## src/design/tsbc_pkg.sv

```systemverilog
// Shared types and constants for the text screen buffer with cursor.
package tsbc_pkg;

	localparam int CHAR_W    = 8;
	localparam int OUT_COL_W = 6;
	localparam int OUT_ROW_W = 5;
	localparam int OUT_TDATA_W = 24;

	localparam logic [CHAR_W-1:0] SPACE_CHAR = 8'h20;

	typedef enum logic [2:0] {
		ACT_HOME  = 3'd0,
		ACT_CLEAR = 3'd1,
		ACT_WRITE = 3'd2,
		ACT_READ  = 3'd3,
		ACT_RIGHT = 3'd4,
		ACT_LEFT  = 3'd5,
		ACT_DOWN  = 3'd6,
		ACT_UP    = 3'd7
	} action_t;

	typedef struct packed {
		logic step;
		logic sweep;
		logic load_out;
	} ctrl_cmd_t;

	typedef struct packed {
		logic sweep_last;
	} ctrl_sts_t;

endpackage

```

## src/design/tsbc_ctrl.sv

```systemverilog
// Controller state machine: command acceptance, clearing sweep and result handoff.
module tsbc_ctrl (
	input  logic                clk,
	input  logic                arst_n,
	input  logic                in_valid,
	output logic                in_ready,
	input  tsbc_pkg::action_t   action,
	output logic                out_valid,
	input  logic                out_ready,
	output tsbc_pkg::ctrl_cmd_t cmd,
	input  tsbc_pkg::ctrl_sts_t sts
);
	import tsbc_pkg::*;

	typedef enum logic [1:0] {
		ST_SWEEP,
		ST_IDLE,
		ST_RESULT
	} state_t;

	state_t state_q;
	logic   respond_q;
	logic   out_valid_q;

	assign in_ready     = (state_q == ST_IDLE);
	assign cmd.step     = (state_q == ST_IDLE) && in_valid;
	assign cmd.sweep    = (state_q == ST_SWEEP);
	assign cmd.load_out = (state_q == ST_RESULT) && (!out_valid_q || out_ready);
	assign out_valid    = out_valid_q;

	always_ff @(posedge clk or negedge arst_n) begin
		if (!arst_n) begin
			state_q     <= ST_SWEEP;
			respond_q   <= 1'b0;
			out_valid_q <= 1'b0;
		end else begin
			if (cmd.load_out) begin
				out_valid_q <= 1'b1;
			end else if (out_ready) begin
				out_valid_q <= 1'b0;
			end
			case (state_q)
				ST_SWEEP: begin
					if (sts.sweep_last) begin
						state_q   <= respond_q ? ST_RESULT : ST_IDLE;
						respond_q <= 1'b0;
					end
				end
				ST_IDLE: begin
					if (in_valid) begin
						if (action == ACT_CLEAR) begin
							state_q   <= ST_SWEEP;
							respond_q <= 1'b1;
						end else begin
							state_q <= ST_RESULT;
						end
					end
				end
				ST_RESULT: begin
					if (cmd.load_out) begin
						state_q <= ST_IDLE;
					end
				end
				default: begin
					state_q <= ST_IDLE;
				end
			endcase
		end
	end

	a_load_sets_valid: assert property (@(posedge clk) disable iff (!arst_n)
		cmd.load_out |=> out_valid_q)
		else $error("result loaded but not presented");

	a_no_overwrite: assert property (@(posedge clk) disable iff (!arst_n)
		(out_valid_q && !out_ready) |-> !cmd.load_out)
		else $error("pending result overwritten");

	a_accept_leaves_idle: assert property (@(posedge clk) disable iff (!arst_n)
		cmd.step |=> !in_ready)
		else $error("second beat accepted before the result was formed");

endmodule

```

## config.mk

```make
export PLATFORM = sky130hd
export DESIGN_NAME = tsbc_ctrl
export DESIGN_NICKNAME = d
export VERILOG_FILES = /design/src/design/tsbc_pkg.sv /design/src/design/tsbc_ctrl.sv
export SDC_FILE = /design/constraint.sdc
export NUM_CORES = 1
export LEC_CHECK = 0
export BUFFER_PORTS_ARGS = -buffer_cell sky130_fd_sc_hd__buf_4
export CORE_AREA = 5 5 42 44
export CTS_BUF_LIST = sky130_fd_sc_hd__clkbuf_16
export DETAILED_ROUTE_END_ITERATION = 7
export DIE_AREA = 0 0 47 49
export GPL_ROUTABILITY_DRIVEN = 0
export PLACE_DENSITY = 0.38
export SLEW_MARGIN = 20
export SYNTH_ARGS = -nofsm -noshare
export SYNTH_HDL_FRONTEND = slang
export SYNTH_SLANG_ARGS = --single-unit
```

## constraint.sdc

```tcl
create_clock -name clk -period 1.1 [get_ports clk]
set_input_delay 0.22 -clock clk [delete_from_list [all_inputs] [get_ports clk]]
set_output_delay 0.22 -clock clk [all_outputs]
set_load 0.05 [all_outputs]
```

Word-level counts from Yosys, hierarchy flattened
Index checks and enable logic that the tools add are counted.
{"block": "totals", "input_bits": 8, "regBits": 4, "elab_cells": 31}
{"block": "op_classes", "n_eq_ne": 7, "reduce_logical": 9, "mux": 12}
{"op": "$mux 2", "count": 5}
{"op": "$pmux 2 s3", "count": 1}
{"op": "$mux 1", "count": 5}
{"op": "$ne 2x1->1 const B", "count": 2}
{"op": "$ne 2x2->1 const B", "count": 2}
{"op": "$reduce_and 4->1", "count": 1}
{"op": "$reduce_bool 2->1", "count": 2}
{"op": "$eq 3x1->1 const B", "count": 1}
{"op": "$reduce_and 3->1", "count": 1}
{"op": "$eq 2x1->1 const B", "count": 1}
{"op": "$eq 2x2->1 const B", "count": 1}
{"op": "$logic_and 1x1->1", "count": 2}
{"op": "$logic_not 2->1", "count": 1}
{"op": "$pmux 1 s2", "count": 1}
{"op": "$logic_not 1->1", "count": 1}
{"op": "$logic_or 1x1->1", "count": 1}

Logic depth before layout (Yosys ltp)
Gate-level depths: netlist (run 1).
{"block": "depth", "word_depth": 5, "ltp_mapped": 3, "mapped_depth_nobuf": 3}

Least setup slack after synthesis (run 1)
Ideal clock, no wire load.
{"block": "synth_path", "path_kind": "flip-flop to output port", "from": "register out_valid_q (netlist: out_valid)", "to": "output port cmd[0] in the netlist's numbering", "slack_ns": -0.565, "n_path_buf": 0, "t_required_ns": 0.880, "stages_incl_launch_ff": 3, "arrival_time_ns": 1.445, "path_cell_list": "dfrtp_1 > nor2b_1 > nor2_1"}
{"item": "start: declaration", "line_no": "tsbc_ctrl.sv:23", "text": "logic out_valid_q;"}
{"item": "start signal: assignment", "line_no": "tsbc_ctrl.sv:35", "text": "out_valid_q <= 1'b0;"}
{"item": "start signal: assignment", "line_no": "tsbc_ctrl.sv:38", "text": "out_valid_q <= 1'b1;"}
{"item": "start signal: assignment", "line_no": "tsbc_ctrl.sv:40", "text": "out_valid_q <= 1'b0;"}
{"item": "end: declaration", "line_no": "tsbc_ctrl.sv:10", "text": "output tsbc_pkg::ctrl_cmd_t cmd,"}

Final worst setup path (run 1)
{"block": "layout_path", "from": "register state_q[1]", "to": "output port in_ready"}
{"block": "layout_via", "elab_chain_len": 1}
{"item": "start: declaration", "line_no": "tsbc_ctrl.sv:21", "text": "state_t state_q;"}
{"item": "start signal: assignment", "line_no": "tsbc_ctrl.sv:45", "text": "state_q <= respond_q ? ST_RESULT : ST_IDLE;"}
{"item": "$eq 2x1->1", "line_no": "tsbc_ctrl.sv:25", "text": "assign in_ready = (state_q == ST_IDLE);"}
{"item": "end: declaration", "line_no": "tsbc_ctrl.sv:6", "text": "output logic in_ready,"}
Every way passes these cells.

==> flow_summary.ini, run 1 <==
[sta]
clock_skew_ns = 0.00469
post-route-period-util_pct = 120
maxSlewHeadroom_pct = 82.6
fmax_ghz = 0.756
worst_pin_slew_ns = 0.260
hold_viol_final = 0
drv_slew = 0
final.setup.worst_slack_ns = -0.223
fin_crit_ns = 1.32
setup_viol = 4
rsz0062_at_grt = yes

[synthesis]
yosysWarnings = 0
synth_top_area_cell = dfrtp_1
synth.avg_cell_area_um2 = 8.97
yosysTopAreaCellShare_pct = 46.5
synth_seq_cells = 4
synth_cells = 24
synth.cell_area_um2 = 215
yosysUniqueCellTypes = 15
ys_seq_area_share_pct = 46.5
synthTopCellsByArea = dfrtp_1 (47%), nand2b_1 (5.8%), nor2b_1 (5.8%)
syn_nets = 32

[global_routing]
grt_use_met1_pct = 7.30
grt_pass1_wl_um = 1220
grt_max_degree = 6
grt_util_met3_pct = 5.17
grt_pass1_vias = 300
grtUsageMet2_pct = 11.3
track_usage_pct = 7.90
busiest_layer = met2
grt_antenna_before_repair = 0
overflow = 0

[hold_path]
min_to = respond_q
hold_depth = 3
hp-class = in -> reg
hp-start = in_valid

[critical_path]
crit_type = reg -> out
worstReg2RegEnd = state_q[1]
worst_ep_required_time_ns = 0.88
critical_path.startpoint_type = flip-flop
crit_chain = and2b_4 > buf_4 > buf_8
crit_arrival_ns = 1.10
max_stage_delay_ns = 0.36
r2r_slack_ns = 0.06
worstRegToRegCells = 4
end_kind = output port
crit_fanout = 2
r2r_start = state_q[1]
worst_path_max_delay_cell = dfrtp_1

[floorplanning]
dieArea_um2 = 2300
initial_core_util_pct = 15.4
die_y_um = 49
die_width_um = 47
ios = 13
rows = 14
core-area_um2 = 1400

[route]
wl_per_cell_um = 11.0
drt_iter0_markers = 0
drc = 0
via_per_inst = 4.13
firstDrtPassIters = 1
vias = 256
ant_nets = 0
routed_wl_um = 679

[clocking]
cts.sinks = 4
cts_tree = done
ctsLongestPathBuffers = 2
cts-htree-levels = 1
clk_latency_ns = 0.23
root_buffer = clkbuf_16
numCtsBuffers = 3
clk_pin_slew_worst_paths_ns = 0.03

[cells_and_area]
drive_gt1_share_pct = 65.2
fin_util_pct = 37.5
nets = 55
antenna_cells = 0
final_common_cell = buf_4
design_area_um2 = 526
final_cell_mix = buf_4 (13), inv_1 (3), clkbuf_16 (3), dfrtp_1 (3)
stdcell_count = 62
area_growth_syn_to_layout_pct = 144
fillerInstances = 155

[place]
post_dp_cell_area_um2 = 375
dp.cells = 56
detailed_place_hpwl_um = 537
portBuffers = 12
place_ws_ns = -0.0297

[run_status]
status = finished with violations
violations = negative setup slack

[power_and_ir_drop]
leakage_uw = 0.000254
cellPowerDensity_nw_per_um2 = 3620
ir_drop_v = 0.00140

[job]
cap_violations = 0
-- power by group --
group	internal [µW]	total [µW]	leakage, µW	switching (µW)
Clock	469	571	0.0000423	102
Combinational	468	1070	0.000162	600
Sequential	218	263	0.0000498	44.7
-- worst max-delay path by stage --
stage | start | to | slack, ns
5_1_grt | state_q[0] | cmd[2] | -0.26
3_3_place_gp | state_q[1] | cmd[2] | -0.03
6_report | state_q[1] | in_ready | -0.22
3_5_place_dp | state_q[1] | cmd[2] | -0.03
4_1_cts | state_q[1] | cmd[2] | -0.23
2_1_floorplan | state_q[1] | cmd[2] | -0.17
-- routing by layer --
metal	up-vias	part of all wire (%)
li1	127	-
met1	114	31
met2	13	53
met3	2	13
met4	0	2.8
met5	-	0
-- final cells by class --
cell class              count  area (µm²)  area share [%]
repair buffers             18         160            30.5
multi-input cells          17         150            28.6
flip-flops and latches      4         101            19.3
clock buffers               3        75.1            14.3
well taps                  16        20.0            3.81
inverters                   3        15.0            2.86
clock inverters             1        3.75           0.714
-- critical path: cells and delay by family (launching register included) --
family | cells | cell delay [ns]
DFF | 1 | 0.36
buffers and inverters | 2 | 0.26
and+or+nand+nor | 1 | 0.26
-- sequential cells by signal (all words and copies together) (netlist names) --
register / count
respond_q: 1
out_valid: 1
state_q: 2
-- kinds of logic (layout without fill, tap and decap cells) --
logic type	Yosys count	in the layout	synth area share [%]
buf+inv	3	25	5.23
simple gates	12	12	32.0
compound gates	5	5	16.3
flops	4	4	46.5
-- cells in the mapped netlist --
master,n
dfrtp_1,4
inv_1,3
nor2_1,3
nand2b_1,2
nor2b_1,2
a21oi_1,1
a221oi_1,1
a32oi_1,1
and2b_4,1
nand2_1,1
nand2_2,1
nand3_1,1
nor3b_1,1
o21ai_1,1
o31ai_1,1
-- metrics by stage --
stage	power, µW	hold slack (ns)	TNS, ns
2_1_floorplan	829	-0.0756	-0.372
3_3_place_gp	1120	0.0160	-0.0284
3_5_place_dp	1120	0.0179	-0.0297
4_1_cts	1820	0.273	-0.677
5_1_grt	2000	0.307	-0.860
6_report	1900	0.267	-0.702
-- repair_timing --
| item | in CTS | in global routing |
|---|---|---|
| endpoints found under the setup margin | 4 | 6 |
| buffers inserted | 0 | 1 |
| gates resized for setup | 8 | 4 |
| hold buffers | 1 | 0 |
| pin swaps | 1 | 0 |
| hold endpoints to repair | 4 | 0 |
(Power assumes the default switching activity.)
==> run 2, diff against run 1 <==
--- a/config.mk
+++ b/config.mk
@@ -12,6 +12,7 @@
 export DIE_AREA = 0 0 47 49
 export GPL_ROUTABILITY_DRIVEN = 0
 export PLACE_DENSITY = 0.38
+export SETUP_SLACK_MARGIN = 0.4
 export SLEW_MARGIN = 20
 export SYNTH_ARGS = -nofsm -noshare
 export SYNTH_HDL_FRONTEND = slang
==> run 2 against run 1 <==
  * The flow still finishes with violations (negative setup slack)
  * Clock power grew 2%
  * Worst hold slack got worse by 0.0022 ns
  * Cell count unchanged
  * Critical path depth is 1 higher
  * First-iteration DRC count did not move
  * Non-clock buffer count did not move
==> flow_summary.ini, run 2 (same netlist as run 1, synthesis figures left out) <==
[global_routing]
track_usage_pct = 8.04
grt_pass1_vias = 290
grt_max_degree = 6
grt_pass1_wl_um = 1220
grt_antenna_before_repair = 0
overflow = 0

[clocking]
clk_pin_slew_worst_paths_ns = 0.03
cts_tree = done
cts.sinks = 4
numCtsBuffers = 3
clk_latency_ns = 0.23
ctsLongestPathBuffers = 2
cts-htree-levels = 1
root_buffer = clkbuf_16

[power_and_ir_drop]
p_sw_share_pct = 39.9
pwr-share-comb_pct = 56.0
power.share.clock_pct = 29.8
cellPowerDensity_nw_per_um2 = 3570
leakage_uw = 0.000257
ir_drop_v = 0.00136
power_switching_uw = 777
power_frac_seq_pct = 14.2
p_int_uw = 1170

[floorplanning]
ios = 13
die_y_um = 49
initial_core_util_pct = 15.4
die_width_um = 47
core-area_um2 = 1400
rows = 14
dieArea_um2 = 2300

[route]
drc = 0
via_per_inst = 4.19
ant_nets = 0
drt_iter0_markers = 0
routed_wl_um = 700
vias = 260
firstDrtPassIters = 1
wl_per_cell_um = 11.3

[job]
cap_violations = 0

[critical_path]
worst_ep_required_time_ns = 0.88
end_kind = output port
max_stage_delay_ns = 0.35
crit_type = reg -> out
critPathLaunch = state_q[1]
critical_path.startpoint_type = flip-flop
crit_chain = and2b_4 > nand2_4 > clkinvlp_4 > buf_8
crit_arrival_ns = 1.11
r2r_start = out_valid
crit_fanout = 3
path_buf_inv = 2
critPathTopFamily = flip-flops
worst_path_max_delay_cell = dfrtp_1

[sta]
fin_crit_ns = 1.33
post-route-period-util_pct = 121
hold_ws_ns = 0.265
clock_skew_ns = 0.00687
final.setup.worst_slack_ns = -0.231
drv_slew = 0
maxSlewHeadroom_pct = 83.4
worst_pin_slew_ns = 0.248
final.setup.tns_ns = -0.707
fmax_ghz = 0.751
setup_viol = 4
hold_viol_final = 0
rsz0062_at_grt = yes

[cells_and_area]
final_cell_mix = buf_4 (12), buf_8 (4), inv_1 (3), clkbuf_16 (3), dfrtp_1 (3)
antenna_cells = 0
fillerInstances = 149
area_growth_syn_to_layout_pct = 153
multi_input_area_um2 = 159
nets = 55
drive_gt1_share_pct = 65.2
design_area_um2 = 546
final_common_cell = buf_4
largest_register_ffs = 2
regMostFlops = state_q
regArea_um2 = 101

[place]
portBuffers = 12
detailed_place_hpwl_um = 523
post_dp_cell_area_um2 = 375

[hold_path]
hp-class = in -> reg
hp-start = in_valid

[run_status]
violations = negative setup slack
status = finished with violations
==> run 2: path summary, 6_finish.rpt <==
check / slack (ns) / cells past startpoint / to
max in group asynchronous: 0.66 / 2 / out_valid
min in group asynchronous: 0.33 / 2 / out_valid
min: 0.26 / 3 / respond_q
max: -0.23 / 4 / cmd[2]
min reg2reg: 0.60 / 2 / respond_q
max reg2reg: 0.06 / 4 / state_q[1]
==> run 2: timing repair <==
| action | CTS | global route |
|---|---|---|
| endpoints found under the setup margin | 9 | 9 |
| buffers inserted | 2 | 0 |
| gates cloned | 0 | 0 |
| gates resized for setup | 11 | 3 |
| hold buffers | 1 | 0 |
| hold endpoints to repair | 4 | 0 |
| pin swaps | 3 | 0 |
==> run 2: cell type report <==
| class | count | area share, % |
|---|---|---|
| clock buffers | 3 | 13.8 |
| multi-input cells | 17 | 29.1 |
| clock inverters | 1 | 0.688 |
| repair buffers | 18 | 31.4 |
| flip-flops and latches | 4 | 18.6 |
| inverters | 3 | 2.75 |
| well taps | 16 | 3.67 |
==> run 2: power groups by stage <==
| stage | registers [µW] | logic [µW] | clock network, µW |
|---|---|---|---|
| CTS | 274 | 1050 | 601 |
| global route | 286 | 1150 | 618 |
| finish | 278 | 1090 | 580 |
| floorplan | 348 | 495 | 0 |
| detailed placement | 264 | 861 | 0 |
| global placement | 261 | 854 | 0 |
==> run 2: per-stage QoR <==
step           power, µW  setup slack (ns)  util (%)  std cells
2_1_floorplan        844            -0.172         -         24
3_3_place_gp        1120           -0.0262      26.8         55
3_5_place_dp        1120           -0.0394      26.8         55
4_1_cts             1920            -0.246      37.9         62
5_1_grt             2060            -0.269      38.9         62
6_report            1950            -0.231      38.9         62
==> run 2: tightest hold or removal path, cell delays in order <==
cell,delay [ns]
buf_4,0.10
nand3_1,0.06
nand2_1,0.07
==> run 2: routing by layer <==
metal / global-route usage [%] / vias up / routed length, µm
met5: 0 / - / 0
met4: 5.53 / 0 / 21
met3: 6.64 / 3 / 95
met2: 11.5 / 12 / 368
met1: 7.28 / 119 / 214
li1: - / 126 / -
==> run 3, diff against run 2 <==
==> constraint.sdc (replaced) <==
create_clock -name clk -period 1.7 [get_ports clk]
set_input_delay 0.34 -clock clk [delete_from_list [all_inputs] [get_ports clk]]
set_output_delay 0.34 -clock clk [all_outputs]
set_load 0.05 [all_outputs]
==> run 3 against run 2 <==
  * Setup slack improved by 0.44 ns
  * Utilization shrank 3.1 points
  * Sequential share of layout area up 1.6 points
  * Die area did not move
  * Clock power fell by 37%
  * Power shrank 39%
  * The run now ends clean
  * Highest routed layer unchanged
  * Cell area is 8.0% lower
  * Largest power group unchanged
  * Register-to-register slack improved by 0.46 ns
  * Non-clock buffer count decreased by 1
  * Clock-buffer cell count did not move
  * Critical endpoint unchanged
==> flow_summary.ini, run 3 (same netlist as run 1, synthesis figures left out) <==
[clocking]
clk_latency_ns = 0.22
root_buffer = clkbuf_16
cts-htree-levels = 1
numCtsBuffers = 3
cts.sinks = 4
cts_tree = done
clk_pin_slew_worst_paths_ns = 0.03
ctsLongestPathBuffers = 2

[floorplanning]
initial_core_util_pct = 15.4
rows = 14
die_width_um = 47
core-area_um2 = 1400
die_y_um = 49
ios = 13
dieArea_um2 = 2300

[cells_and_area]
drive_gt1_share_pct = 63.6
fillerInstances = 154
final_common_cell = buf_4
fin_util_pct = 35.8
nets = 54
regMostFlops = state_q
final_cell_mix = buf_4 (13), clkbuf_16 (3), dfrtp_1 (3)
stdcell_count = 60
area_growth_syn_to_layout_pct = 133
largest_register_ffs = 2
antenna_cells = 0

[critical_path]
crit_type = reg -> out
worst_ep_required_time_ns = 1.36
crit_path_end = cmd[2]
crit_chain = and2b_4 > nand2_4 > clkinvlp_4 > buf_8
crit_arrival_ns = 1.15
crit_fanout = 3
critPathLaunch = state_q[1]
max_stage_delay_ns = 0.39
worstReg2RegEnd = respond_q
r2r_slack_ns = 0.52
end_kind = output port
critical_path.startpoint_type = flip-flop
worstRegToRegCells = 4
worst_path_max_delay_cell = dfrtp_1
r2r_start = state_q[0]

[power_and_ir_drop]
cellPowerDensity_nw_per_um2 = 2380
p_int_uw = 714
p_sw_share_pct = 40.1
power_switching_uw = 478
pwr-share-comb_pct = 54.5
power.share.clock_pct = 30.6
power_frac_seq_pct = 14.9
ir_drop_v = 0.000937
leakage_uw = 0.000243

[route]
firstDrtPassIters = 2
wl_met2_um = 410
ant_nets = 0
highest_layer = met4
drt_iter0_markers = 3
vias = 265
routed_wl_um = 756
wl_met3_um = 86
via_per_inst = 4.42
met1Wirelength_um = 239
drc = 0
wl_per_cell_um = 12.6

[sta]
fin_crit_ns = 1.49
maxSlewHeadroom_pct = 83.2
hold_ws_ns = 0.374
final.setup.tns_ns = 0
clock_skew_ns = 0.00280
post-route-period-util_pct = 87.7
hold_viol_final = 0
fmax_ghz = 0.671
worst_pin_slew_ns = 0.251
rsz0062_at_grt = yes
drv_slew = 0
setup_viol = 0

[job]
cap_violations = 0

[hold_path]
hold_depth = 3
hp-class = in -> reg

[global_routing]
overflow = 0
grt_max_degree = 5
grt_pass1_vias = 285
grt_pass1_wl_um = 1260
grt_antenna_before_repair = 0
track_usage_pct = 8.40

[place]
detailed_place_hpwl_um = 507
portBuffers = 12
dp.cells = 52

[run_status]
status = finished clean
[run 3: cell types whose count changed in the layout (fill, tap and decap cells not counted), sizes merged]
| cell | previous run | this run |
|---|---|---|
| inv | 3 | 2 |
| buf | 17 | 16 |
[run 3: power by group through the flow]
stage          combinational [µW]  sequential (µW)  clock (µW)
4_1_cts                       636              175         370
3_5_place_dp                  476              193           0
6_report                      649              178         365
3_3_place_gp                  474              191           0
2_1_floorplan                 310              222           0
5_1_grt                       687              184         378
[run 3: worst min-delay path by stage]
stage / endpoint / slack (ns) / from
after CTS: respond_q / 0.38 / in_valid
after global placement: respond_q / 0.14 / arst_n
final: respond_q / 0.37 / in_valid
after global routing: out_valid / 0.43 / out_ready
after detailed placement: state_q[1] / 0.14 / arst_n
after floorplan: out_valid / 0.04 / arst_n
[run 3: layer usage]
layer | global-route usage [%] | up-vias
met2 | 12.7 | 13
met4 | 6.91 | 0
li1 | - | 123
met1 | 7.10 | 127
met5 | 0 | -
met3 | 5.90 | 2
[run 3: layout make-up]
cell class | count | area [µm²] | area share [%]
timing repair buffer | 17 | 145 | 28.9
tap | 16 | 20.0 | 3.99
clock buffer | 3 | 75.1 | 15.0
sequential | 4 | 101 | 20.2
multi-input combinational | 17 | 145 | 28.9
inverter | 3 | 15.0 | 2.99
[run 3: metrics by stage]
step	cell area (µm²)	setup WS, ns	power [µW]
final	502	0.209	1190
after global routing	502	0.180	1250
after CTS	495	0.210	1180
after detailed placement	344	0.325	669
after global placement	344	0.344	665
after floorplan	234	0.267	532
[run 3: worst max-delay path: cells and delay by family (launching register included)]
family	cells	cell delay (ns)
DFF	1	0.39
and+or+nand+nor	2	0.33
buffers and inverters	2	0.19
[run 3: repair_timing]
item / in CTS / in global routing
buffers inserted: 4 / 0
hold buffers: 1 / 0
setup endpoints to repair: 4 / 5
hold endpoints to repair: 4 / 0
resized for setup: 9 / 1
pin swaps: 0 / 0
